**src/hdl/ffba_pkg.sv**
```systemverilog
// Types and constants shared by the first-fit block allocator.
`timescale 1ns / 1ps
`default_nettype none
package ffba_pkg;

  localparam int          HEADER_BYTES = 8;
  localparam logic [31:0] HDR32        = 32'd8;

  localparam int CFG_IDX_W = 2;
  localparam logic [CFG_IDX_W-1:0] CFG_HEAP_BASE  = 2'd0;
  localparam logic [CFG_IDX_W-1:0] CFG_HEAP_LIMIT = 2'd1;

  localparam logic OP_ALLOC = 1'b0;
  localparam logic OP_FREE  = 1'b1;

  localparam logic [1:0] ST_OK      = 2'd0;
  localparam logic [1:0] ST_NOSPACE = 2'd1;
  localparam logic [1:0] ST_ALIGN   = 2'd2;
  localparam logic [1:0] ST_UNKNOWN = 2'd3;

  typedef struct packed {
    logic        op;
    logic [31:0] request_size;
    logic [31:0] release_address;
  } req_t;

  typedef struct packed {
    logic [31:0] data_address;
    logic [1:0]  status;
  } rsp_t;

  typedef struct packed {
    logic [31:0] size;
    logic        free;
  } entry_t;

  typedef struct packed {
    logic [31:0] heap_base;
    logic [31:0] heap_limit;
  } cfg_regs_t;

endpackage
`default_nettype wire

```
**src/hdl/ffba_table.sv**
```systemverilog
// Block table memory: one write port, one read port with registered data.
`timescale 1ns / 1ps
`default_nettype none
module ffba_table #(
  parameter int DEPTH = 64,
  parameter int IW    = 6
) (
  input  wire                   clk,
  input  wire                   we,
  input  wire  [IW-1:0]         waddr,
  input  ffba_pkg::entry_t      wdata,
  input  wire  [IW-1:0]         raddr,
  output ffba_pkg::entry_t      rdata
);
  import ffba_pkg::*;

  entry_t mem [DEPTH];
  entry_t rdata_r;

  always_ff @(posedge clk) begin
    if (we) begin
      mem[waddr] <= wdata;
    end
    rdata_r <= mem[raddr];
  end

  assign rdata = rdata_r;

endmodule
`default_nettype wire

```
**src/hdl/ffba_ctrl.sv**
```systemverilog
// Walk sequencer: streams the table, picks first fit or matching block (or appends one), writes back.
`timescale 1ns / 1ps
`default_nettype none
module ffba_ctrl #(
  parameter int MAX_BLOCKS = 64,
  parameter int IW         = 6,
  parameter int CW         = 7
) (
  input  wire                  clk,
  input  wire                  rst_n,
  input  wire                  start,
  output logic                 busy,
  input  ffba_pkg::req_t       in_req,
  input  ffba_pkg::cfg_regs_t  cfg,
  output logic                 out_valid,
  output ffba_pkg::rsp_t       out_rsp,
  output logic                 mem_we,
  output logic [IW-1:0]        mem_waddr,
  output ffba_pkg::entry_t     mem_wdata,
  output logic [IW-1:0]        mem_raddr,
  input  ffba_pkg::entry_t     mem_rdata
);
  import ffba_pkg::*;

  typedef enum logic {S_IDLE, S_WALK} state_t;

  state_t        state_r, state_nxt;
  logic          op_r, op_nxt;
  logic [32:0]   need_r, need_nxt;
  logic [31:0]   addr_r, addr_nxt;
  logic [31:0]   off_r, off_nxt;
  logic [CW-1:0] ip_r, ip_nxt;
  logic [IW-1:0] chk_r, chk_nxt;
  logic          rd_vld_r, rd_vld_nxt;
  logic [CW-1:0] count_r, count_nxt;
  logic [31:0]   biu_r, biu_nxt;
  logic          out_valid_r, out_valid_nxt;
  rsp_t          out_rsp_r, out_rsp_nxt;

  logic          hit;
  logic          more;
  logic          append_ok;
  logic [33:0]   end_sum;

  assign more      = ip_r < count_r;
  assign end_sum   = {2'b00, biu_r} + {1'b0, need_r};
  assign append_ok = (count_r < CW'(MAX_BLOCKS)) && (end_sum < {2'b00, cfg.heap_limit});

  always_comb begin
    if (op_r == OP_ALLOC) begin
      hit = rd_vld_r && mem_rdata.free && ({1'b0, mem_rdata.size} >= need_r);
    end else begin
      hit = rd_vld_r && ((cfg.heap_base + off_r + HDR32) == addr_r);
    end
  end

  always_comb begin
    state_nxt     = state_r;
    op_nxt        = op_r;
    need_nxt      = need_r;
    addr_nxt      = addr_r;
    off_nxt       = off_r;
    ip_nxt        = ip_r;
    chk_nxt       = chk_r;
    rd_vld_nxt    = rd_vld_r;
    count_nxt     = count_r;
    biu_nxt       = biu_r;
    out_valid_nxt = 1'b0;
    out_rsp_nxt   = out_rsp_r;
    mem_we        = 1'b0;
    mem_waddr     = chk_r;
    mem_wdata     = mem_rdata;
    mem_raddr     = ip_r[IW-1:0];

    unique case (state_r)
      S_IDLE: begin
        mem_raddr = '0;
        if (start) begin
          op_nxt   = in_req.op;
          need_nxt = {1'b0, in_req.request_size} + {1'b0, HDR32};
          addr_nxt = in_req.release_address;
          off_nxt  = '0;
          chk_nxt  = '0;
          if (in_req.op == OP_ALLOC && in_req.request_size[2:0] != 3'd0) begin
            out_valid_nxt = 1'b1;
            out_rsp_nxt   = '{data_address: 32'd0, status: ST_ALIGN};
          end else begin
            state_nxt = S_WALK;
            // entry 0 is read during the accept cycle
            if (count_r != '0) begin
              ip_nxt     = CW'(1);
              rd_vld_nxt = 1'b1;
            end else begin
              ip_nxt     = '0;
              rd_vld_nxt = 1'b0;
            end
          end
        end
      end
      S_WALK: begin
        if (hit) begin
          mem_we         = 1'b1;
          mem_waddr      = chk_r;
          mem_wdata.size = mem_rdata.size;
          mem_wdata.free = (op_r == OP_FREE);
          out_valid_nxt  = 1'b1;
          out_rsp_nxt.status       = ST_OK;
          out_rsp_nxt.data_address = (op_r == OP_ALLOC) ? cfg.heap_base + off_r + HDR32
                                                        : 32'd0;
          rd_vld_nxt = 1'b0;
          state_nxt  = S_IDLE;
        end else if (!rd_vld_r && !more) begin
          out_valid_nxt = 1'b1;
          state_nxt     = S_IDLE;
          if (op_r == OP_FREE) begin
            out_rsp_nxt = '{data_address: 32'd0, status: ST_UNKNOWN};
          end else if (append_ok) begin
            mem_we         = 1'b1;
            mem_waddr      = count_r[IW-1:0];
            mem_wdata.size = need_r[31:0];
            mem_wdata.free = 1'b0;
            count_nxt      = count_r + CW'(1);
            biu_nxt        = biu_r + need_r[31:0];
            out_rsp_nxt.status       = ST_OK;
            out_rsp_nxt.data_address = cfg.heap_base + biu_r + HDR32;
          end else begin
            out_rsp_nxt = '{data_address: 32'd0, status: ST_NOSPACE};
          end
        end else begin
          if (rd_vld_r) begin
            off_nxt = off_r + mem_rdata.size;
          end
          if (more) begin
            ip_nxt     = ip_r + CW'(1);
            chk_nxt    = ip_r[IW-1:0];
            rd_vld_nxt = 1'b1;
          end else begin
            rd_vld_nxt = 1'b0;
          end
        end
      end
      default: state_nxt = S_IDLE;
    endcase
  end

  always_ff @(posedge clk) begin
    if (!rst_n) begin
      state_r     <= S_IDLE;
      rd_vld_r    <= 1'b0;
      ip_r        <= '0;
      count_r     <= '0;
      biu_r       <= '0;
      out_valid_r <= 1'b0;
    end else begin
      state_r     <= state_nxt;
      rd_vld_r    <= rd_vld_nxt;
      ip_r        <= ip_nxt;
      count_r     <= count_nxt;
      biu_r       <= biu_nxt;
      out_valid_r <= out_valid_nxt;
    end
    op_r      <= op_nxt;
    need_r    <= need_nxt;
    addr_r    <= addr_nxt;
    off_r     <= off_nxt;
    chk_r     <= chk_nxt;
    out_rsp_r <= out_rsp_nxt;
  end

  assign busy      = (state_r != S_IDLE);
  assign out_valid = out_valid_r;
  assign out_rsp   = out_rsp_r;

endmodule
`default_nettype wire

```
**src/hdl/first_fit_block_allocator_core.sv**
```systemverilog
// Top level of the first-fit block allocator: config registers, table, sequencer.
//
//  channel | ports                                   | handshake
//  --------+-----------------------------------------+------------------------------
//  in      | start, busy, in_req                     | request taken on start & !busy
//  out     | out_valid, out_rsp                      | one-cycle strobe, no back-pressure
//  cfg     | cfg_valid, cfg_ready, cfg_index, cfg_data | write on cfg_valid & cfg_ready
//
// A misaligned allocate answers in the cycle after the request. Any other request streams
// the block table out of the memory one entry per cycle until a hit or the end of the table;
// the memory read data is registered. A new request is taken in the cycle its predecessor's
// result is shown. Reset empties the table through the block count; the memory itself is
// not cleared.
`timescale 1ns / 1ps
`default_nettype none
module first_fit_block_allocator_core #(
  parameter int MAX_BLOCKS = 64
) (
  input  wire                                 clk,
  input  wire                                 rst_n,
  input  wire                                 start,
  output logic                                busy,
  input  ffba_pkg::req_t                      in_req,
  output logic                                out_valid,
  output ffba_pkg::rsp_t                      out_rsp,
  input  wire                                 cfg_valid,
  output logic                                cfg_ready,
  input  wire  [ffba_pkg::CFG_IDX_W-1:0]      cfg_index,
  input  wire  [31:0]                         cfg_data
);
  import ffba_pkg::*;

  localparam int IW = (MAX_BLOCKS > 1) ? $clog2(MAX_BLOCKS) : 1;
  localparam int CW = $clog2(MAX_BLOCKS + 1);

  cfg_regs_t     cfg_r;
  logic          mem_we;
  logic [IW-1:0] mem_waddr;
  logic [IW-1:0] mem_raddr;
  entry_t        mem_wdata;
  entry_t        mem_rdata;

  assign cfg_ready = 1'b1;

  always_ff @(posedge clk) begin
    if (!rst_n) begin
      cfg_r.heap_base  <= 32'd0;
      cfg_r.heap_limit <= 32'hffff_ffff;
    end else if (cfg_valid && cfg_ready) begin
      unique case (cfg_index)
        CFG_HEAP_BASE:  cfg_r.heap_base  <= cfg_data;
        CFG_HEAP_LIMIT: cfg_r.heap_limit <= cfg_data;
        default: ;
      endcase
    end
  end

  ffba_table #(
    .DEPTH (MAX_BLOCKS),
    .IW    (IW)
  ) u_table (
    .clk   (clk),
    .we    (mem_we),
    .waddr (mem_waddr),
    .wdata (mem_wdata),
    .raddr (mem_raddr),
    .rdata (mem_rdata)
  );

  ffba_ctrl #(
    .MAX_BLOCKS (MAX_BLOCKS),
    .IW         (IW),
    .CW         (CW)
  ) u_ctrl (
    .clk       (clk),
    .rst_n     (rst_n),
    .start     (start),
    .busy      (busy),
    .in_req    (in_req),
    .cfg       (cfg_r),
    .out_valid (out_valid),
    .out_rsp   (out_rsp),
    .mem_we    (mem_we),
    .mem_waddr (mem_waddr),
    .mem_wdata (mem_wdata),
    .mem_raddr (mem_raddr),
    .mem_rdata (mem_rdata)
  );

  // misaligned allocate is answered straight from the request
  a_align: assert property (@(posedge clk) disable iff (!rst_n)
    (start && !busy && in_req.op == OP_ALLOC && in_req.request_size[2:0] != 3'd0)
    |=> (out_valid && out_rsp.status == ST_ALIGN))
    else $error("misaligned allocate not flagged");

  a_fail_zero: assert property (@(posedge clk) disable iff (!rst_n)
    (out_valid && out_rsp.status != ST_OK) |-> (out_rsp.data_address == 32'd0))
    else $error("failed request returned a nonzero address");

  // a result is only ever shown while the sequencer is idle
  a_rsp_idle: assert property (@(posedge clk) disable iff (!rst_n)
    out_valid |-> !busy)
    else $error("result shown while still walking");

  a_walk_rsp: assert property (@(posedge clk) disable iff (!rst_n)
    (busy && !$past(busy) && $past(rst_n)) |-> !out_valid)
    else $error("result shown on walk entry");

endmodule
`default_nettype wire
```
**config.mk**
```make
export PLATFORM = sky130hd
export DESIGN_NAME = first_fit_block_allocator_core
export DESIGN_NICKNAME = d
export VERILOG_FILES = /design/src/hdl/ffba_pkg.sv /design/src/hdl/ffba_table.sv /design/src/hdl/ffba_ctrl.sv /design/src/hdl/first_fit_block_allocator_core.sv
export SDC_FILE = /design/constraint.sdc
export NUM_CORES = 2
export LEC_CHECK = 0
export ABC_AREA = 1
export BUFFER_PORTS_ARGS = -buffer_cell sky130_fd_sc_hd__buf_2
export CORE_ASPECT_RATIO = 1.1
export CORE_UTILIZATION = 30
export CTS_CLUSTER_SIZE = 24
export DETAILED_ROUTE_END_ITERATION = 6
export PLACE_DENSITY_LB_ADDON = 0.12
export SLEW_MARGIN = 20
export SYNTH_ARGS = -nofsm -noshare
export SYNTH_HDL_FRONTEND = slang
export SYNTH_HIERARCHICAL = 1
export SYNTH_SLANG_ARGS = --single-unit
```
**constraint.sdc**
```tcl
create_clock -name clk -period 7.55 [get_ports clk]
set_input_delay 1.1325 -clock clk [delete_from_list [all_inputs] [get_ports clk]]
set_output_delay 1.1325 -clock clk [all_outputs]
set_load 0.05 [all_outputs]
```
Yosys cells after proc, flatten, opt, wreduce, memory -nomap -nowiden:

Memories as Yosys holds them, arrays and structs flattened. A register that Yosys moved wholly into a read port is not among the register bits.
Cells that the tools add are included.

* bitwise gates (word level): 4
* mux-type cells: 61
* magnitude comparators: 4
* add/sub/neg operators: 10
* reductions and logical operators: 20
* equal/unequal tests: 11

Operators with widths (count)
* 34-bit 2-to-1 mux: 6
* 33-bit 2-to-1 mux: 5
* 32-bit 2-to-1 mux: 5
* 32-bit adder: 4
* 34-bit case mux with 2 select lines: 1
* 32-bit by 4-bit adder with 32-bit output, second input constant: 2
* 32-bit case mux with 2 select lines: 1
* 6-bit 2-to-1 mux: 10
* 7-bit 2-to-1 mux: 5
* 32-bit by 33-bit adder with 34-bit output: 1
* 34-bit by 32-bit less-than comparator with 1-bit output: 1
* 32-bit by 4-bit adder with 33-bit output, second input constant: 1
* 32-bit by 33-bit >= comparator with 1-bit output: 1
* 32-bit equality test: 1
* 1-bit 2-to-1 mux: 23
* 7-bit by 1-bit adder with 7-bit output, second input constant: 2
* 7-bit case mux with 2 select lines: 1
* 2-bit inequality test, second input constant: 6
* 6-bit case mux with 2 select lines: 1
* 5-bit AND reduction: 2
* 4-bit AND reduction: 2
* 7-bit less-than comparator: 1
* 7-bit less-than comparator, second input constant: 1
* 7-bit nonzero test: 1
* 11 further kinds: 26

* word-level logic and storage cells: 126
* memories: 1
* flip-flop bits (word level): 251
* input port bits: 103
* memory bits (writable): 2112
* output and inout bits: 37

Memory list
* u_table.mem: depth 64, bits a word 33, rd ports 1, clocked after memory_dff 1, wr ports 1, RTL line ffba_table.sv:17 `entry_t mem [DEPTH];`

Depth between registers and ports, before layout:

* depth in word-level cells: 10
* gate-level depth with buffers: 39
* depth with buffers taken out: 36

Modules after synthesis:

Netlist, hierarchy kept.

Modules (own cells, without submodules)
* ffba_table: area each 85714.7 um^2, cells an instance 6980, seq. area each 64081.5 um^2, instances 1
* ffba_ctrl: area each 18735.5 um^2, cells an instance 2636, seq. area each 5124.9 um^2, instances 1
* first_fit_block_allocator_core: area each 2713.9 um^2, cells an instance 359, seq. area each 1281.2 um^2, instances 1

Least setup slack after synthesis:

Ideal clock, no wire load.

* path type: register -> register
* start: register u_ctrl.need_r[0]
* end: memory u_table/mem[48][0] (netlist bit), enable pin
* stages on the path, launching flop included: 28
* setup slack: -0.495 ns
* library setup time: 0.507 ns
* arrival: 7.538 ns
* required time: 7.043 ns
* buffers on the path: 1
* cell sequence: edfxtp_1 -> ha_1 -> fa_1 -> nand2_1 -> inv_1 -> nand2_1 -> nand2_1 -> a21oi_2 -> o21ai_2 -> nand2_1 -> nand2_1 -> a31oi_1 -> o21bai_1 -> a21boi_0 -> xor2_1 -> inv_1 -> ha_1 -> a21o_1 -> nor4_1 -> nand3_1 -> nor2_2 -> nand2_2 -> nor2_4 -> inv_2 -> clkbuf_1 -> o21ai_0 -> nand4_1 -> nor4_1

RTL lines
* start: declaration: RTL line ffba_ctrl.sv:29 `logic [32:0] need_r, need_nxt;`
* start signal: assignment: RTL line ffba_ctrl.sv:163 `need_r <= need_nxt;`
* 32-bit by 33-bit adder with 34-bit output: RTL line ffba_ctrl.sv:46 `assign end_sum = {2'b00, biu_r} + {1'b0, need_r};`
* via u_ctrl.end_sum[30]: RTL line ffba_ctrl.sv:43 `logic [33:0] end_sum;`
* 34-bit by 32-bit less-than comparator with 1-bit output: RTL line ffba_ctrl.sv:47 `assign append_ok = (count_r < CW'(MAX_BLOCKS)) && (end_sum < {2'b00, cfg.heap_limit});`
* 1-bit logical AND: RTL line ffba_ctrl.sv:47
* 6-bit 2-to-1 mux: RTL line ffba_ctrl.sv:117 `end else if (append_ok) begin`
* 6-bit 2-to-1 mux: RTL line ffba_ctrl.sv:115 `if (op_r == OP_FREE) begin`
* 6-bit 2-to-1 mux: RTL line ffba_ctrl.sv:112 `end else if (!rd_vld_r && !more) begin`
* 6-bit 2-to-1 mux: RTL line ffba_ctrl.sv:101 `if (hit) begin`
* 6-bit 2-to-1 mux: RTL line ffba_ctrl.sv:75 `unique case (state_r)`
* via mem_waddr[4]: RTL line first_fit_block_allocator_core.sv:38 `logic [IW-1:0] mem_waddr;`
* end: declaration: RTL line ffba_table.sv:17

The timed path passes the listed nets, and every way through them passes these cells.

Final worst setup path:

* start: register u_ctrl.need_r[0]
* end: memory u_table/mem[52][2] (netlist bit), enable pin

Same word-level chain as after synthesis.

==> flow_summary.toml <==
[drt]
routed_wl_um = 385000
routedWlPerCell_um = 25.6
viasPerCell = 5.03
firstDrtPassIters = 6
antenna_left = 0
via_count = 75700
drc = 0
drtIter0Drc = 6834

[floorplan]
die_x_um = 572
coreArea_mm2 = 0.355
pin_count = 140
die_area_mm2 = 0.360
start_util = 0.302
chipHeight_um = 629
row_count = 229

[logic_synthesis]
async_reset_ff_frac = 0
synth-seq-area-share = 0.658
synth_top_area_share = 0.630
yosys_warnings = 6
yosysTopAreaCell = "edfxtp_1"
synth_edf_count = 2250
syn-num-nets = 10300
synth.avg_cell_area_um2 = 10.7
synth-seq-cells = 2396
synthCells = 9975
ys_types = 63
ys_top_cells_by_area = "edfxtp_1 (63%), nand2_1 (10%), nand3_1 (10%), ha_1 (3.0%), dfxtp_1 (2.7%)"
synth.most_common_cell = "nand2_1"
synth_ff_type = "edfxtp_1"
netlist_top_cells_count = "nand2_1 (2980), edfxtp_1 (2250), nand3_1 (2225)"
synth_area_mm2 = 0.107

[critical_path]
path_depth = 27
cp_num_buf_inv = 4
arrival_ps = 7590
crit_required_ps = 8110
criticalPathCategory = "register to register"
critical-path-slowest-cell = "nand4_1"
crit_path_frequent_cell = "nand2_1"
max_stage_delay_ps = 570
crit_path_end_kind = "register"
crit_path_start_kind = "register"
cp_max_fo = 33
worstRegToRegCells = 27
cp_top_family = "simple AND/OR/NAND/NOR gates"

[timing]
hold_viol = 0
slew_headroom = 0.224
clock.fmax_mhz = 142
tightest_slew_ps = 1160
finalSetupViolCount = 0
fin_crit_ps = 7040
grt_setup_unrepaired = "no"
setup_slack_ps = 513
maxSlewViolCount = 0
finalClockSkew_ps = 64.2
fin_crit_sh = 0.932

[final_layout]
final_net_count = 10500
multi_input_area_mm2 = 0.0327
num-fill-cells = 35500
drive_above_1_share = 0.0898
seqCellArea_mm2 = 0.0705
final_util = 0.348
syn2layout_area_growth_pct = 15.1

[clock_tree]
post_cts_buffers = 0
cts.sinks = 2396
clock_latency_ps = 910
cts_tree = "built"
root_buffer = "clkbuf_16"
path_clk_slew_ps = 50
clockBufferDepth = 4
cts_hold_buf = 0
numCtsBuffers = 277
ctsResizeCount = 0
cts_htree_levels = 5

[job]
drv_cap = 0

[outcome]
status = "finished, final reports clean"

[place]
gp_congestion = 0.855
dp_hpwl_um = 240000
dp_slack_ps = 580
port_buffers = 138

[worst_hold_path]
hold_depth = 1
hold_path_class = "primary input to register"

[power]
max-vdd-ir-drop_mv = 0.192
p_leak_nw = 45.9
powerDensity_mw_per_mm2 = 265

[global_routing]
track_usage = 0.210
grt_pass1_wl_um = 549000
grt_pass1_vias = 73600
grt_max_degree = 172
overflow = 0
antenna_found_initial = 21
[registers in the layout, indices dropped and copies added, names as in the netlist]
register          count
u_ctrl/off_r         32
u_ctrl/out_rsp       34
cfg_r                64
u_ctrl/ip_r           7
u_ctrl/addr_r        32
u_ctrl/busy           1
u_table/rdata        33
u_ctrl/count_r        7
u_ctrl/rd_vld_r       1
u_ctrl/need_r        33
u_ctrl/chk_r          6
u_ctrl/out_valid      1
u_table/mem        2112
u_ctrl/op_r           1
u_ctrl/biu_r         32
[power breakdown]
| group | leakage (nW) | switching, mW | internal, mW | total (mW) |
|---|---|---|---|---|
| Combinational | 20.2 | 3.14 | 1.05 | 4.19 |
| Sequential | 21.5 | 0.213 | 15.3 | 15.5 |
| Clock | 4.14 | 5.53 | 7.39 | 12.9 |
| Total | 45.9 | 8.88 | 23.8 | 32.7 |
[per-layer routing]
layer,wire length [um],global-route usage
met4,10500,0.0550
met3,18900,0.0234
met1,173000,0.289
met5,19,0
met2,183000,0.348
[per-stage QoR]
step / setup TNS (ps) / cells / cell area, um^2 / power, mW / hold slack (ps)
2_1_floorplan: -130720 / 9975 / 107000 / 18.1 / 429
4_1_cts: 0 / 15000 / 123000 / 33.1 / 329
6_report: 0 / 15000 / 123000 / 32.7 / 405
3_5_place_dp: 0 / 14600 / 115000 / 20.0 / 447
3_3_place_gp: 0 / 14600 / 115000 / 20.0 / 448
5_1_grt: 0 / 15000 / 123000 / 33.8 / 357
[final timing paths]
kind / from / end / slack [ps]
setup / recovery: u_ctrl/need_r[0] / u_table/mem[52][2] / 510
hold / removal: in_req[13] / u_ctrl/addr_r[13] / 410
setup reg to reg: u_ctrl/need_r[0] / u_table/mem[52][2] / 510
hold reg to reg: cfg_r[17] / cfg_r[17] / 460
[placed cells by master (no fill, tap or decap), types with 62 or more instances in the layout]
cell and count:
nand2_1 2979, edfxtp_1 2250, nand3_1 2225, inv_1 417, clkbuf_16 285, a21oi_1 269
nor2_1 261, ha_1 258, dfxtp_1 145, buf_2 137, buf_4 133, buf_12 116
o21ai_0 109, nand4_1 81, clkbuf_1 71, xor2_1 62
[kinds of logic (layout without fill, tap and decap cells)]
kind of cell	Yosys count	in the layout	synth area share
DFF	2396	2396	0.658
adders and majority gates	262	262	0.0309
buffers and inverters	981	1316	0.0452
xor gates and xnor gates	97	97	0.00820
and+or+nand+nor	5725	5725	0.232
AOI/OAI and AO/OA	513	513	0.0263
other	1	4	0.0000350
[worst reg2reg max path: stages, from the launching register on]
cell and delay (ps):
edfxtp_1 450, ha_1 310, fa_1 410, nand2_1 80
inv_1 50, nand2_1 50, nand2_1 90, a21oi_2 200
o21ai_2 100, nand2_1 70, nand2_1 160, a31oi_1 320
o21bai_1 220, a21boi_0 350, xor2_1 240, inv_1 80
ha_1 180, a21o_1 150, nor4_1 250, nand3_1 120
nor2_2 380, nand2_2 200, nor2_4 200, inv_4 110
o21ai_0 490, nand4_1 570, nor4_2 470, buf_12 350
[layout make-up]
cell class,count,area share
Clock inverter,126,0.00822
Timing Repair Buffer,386,0.0325
Clock buffer,362,0.0607
Sequential cell,2396,0.572
Antenna cell,3,0.0000609
Tap cell,4735,0.0480
Multi-Input combinational cell,6598,0.265
Inverter,442,0.0140
Note: power is estimated with default switching activity, not from simulation.
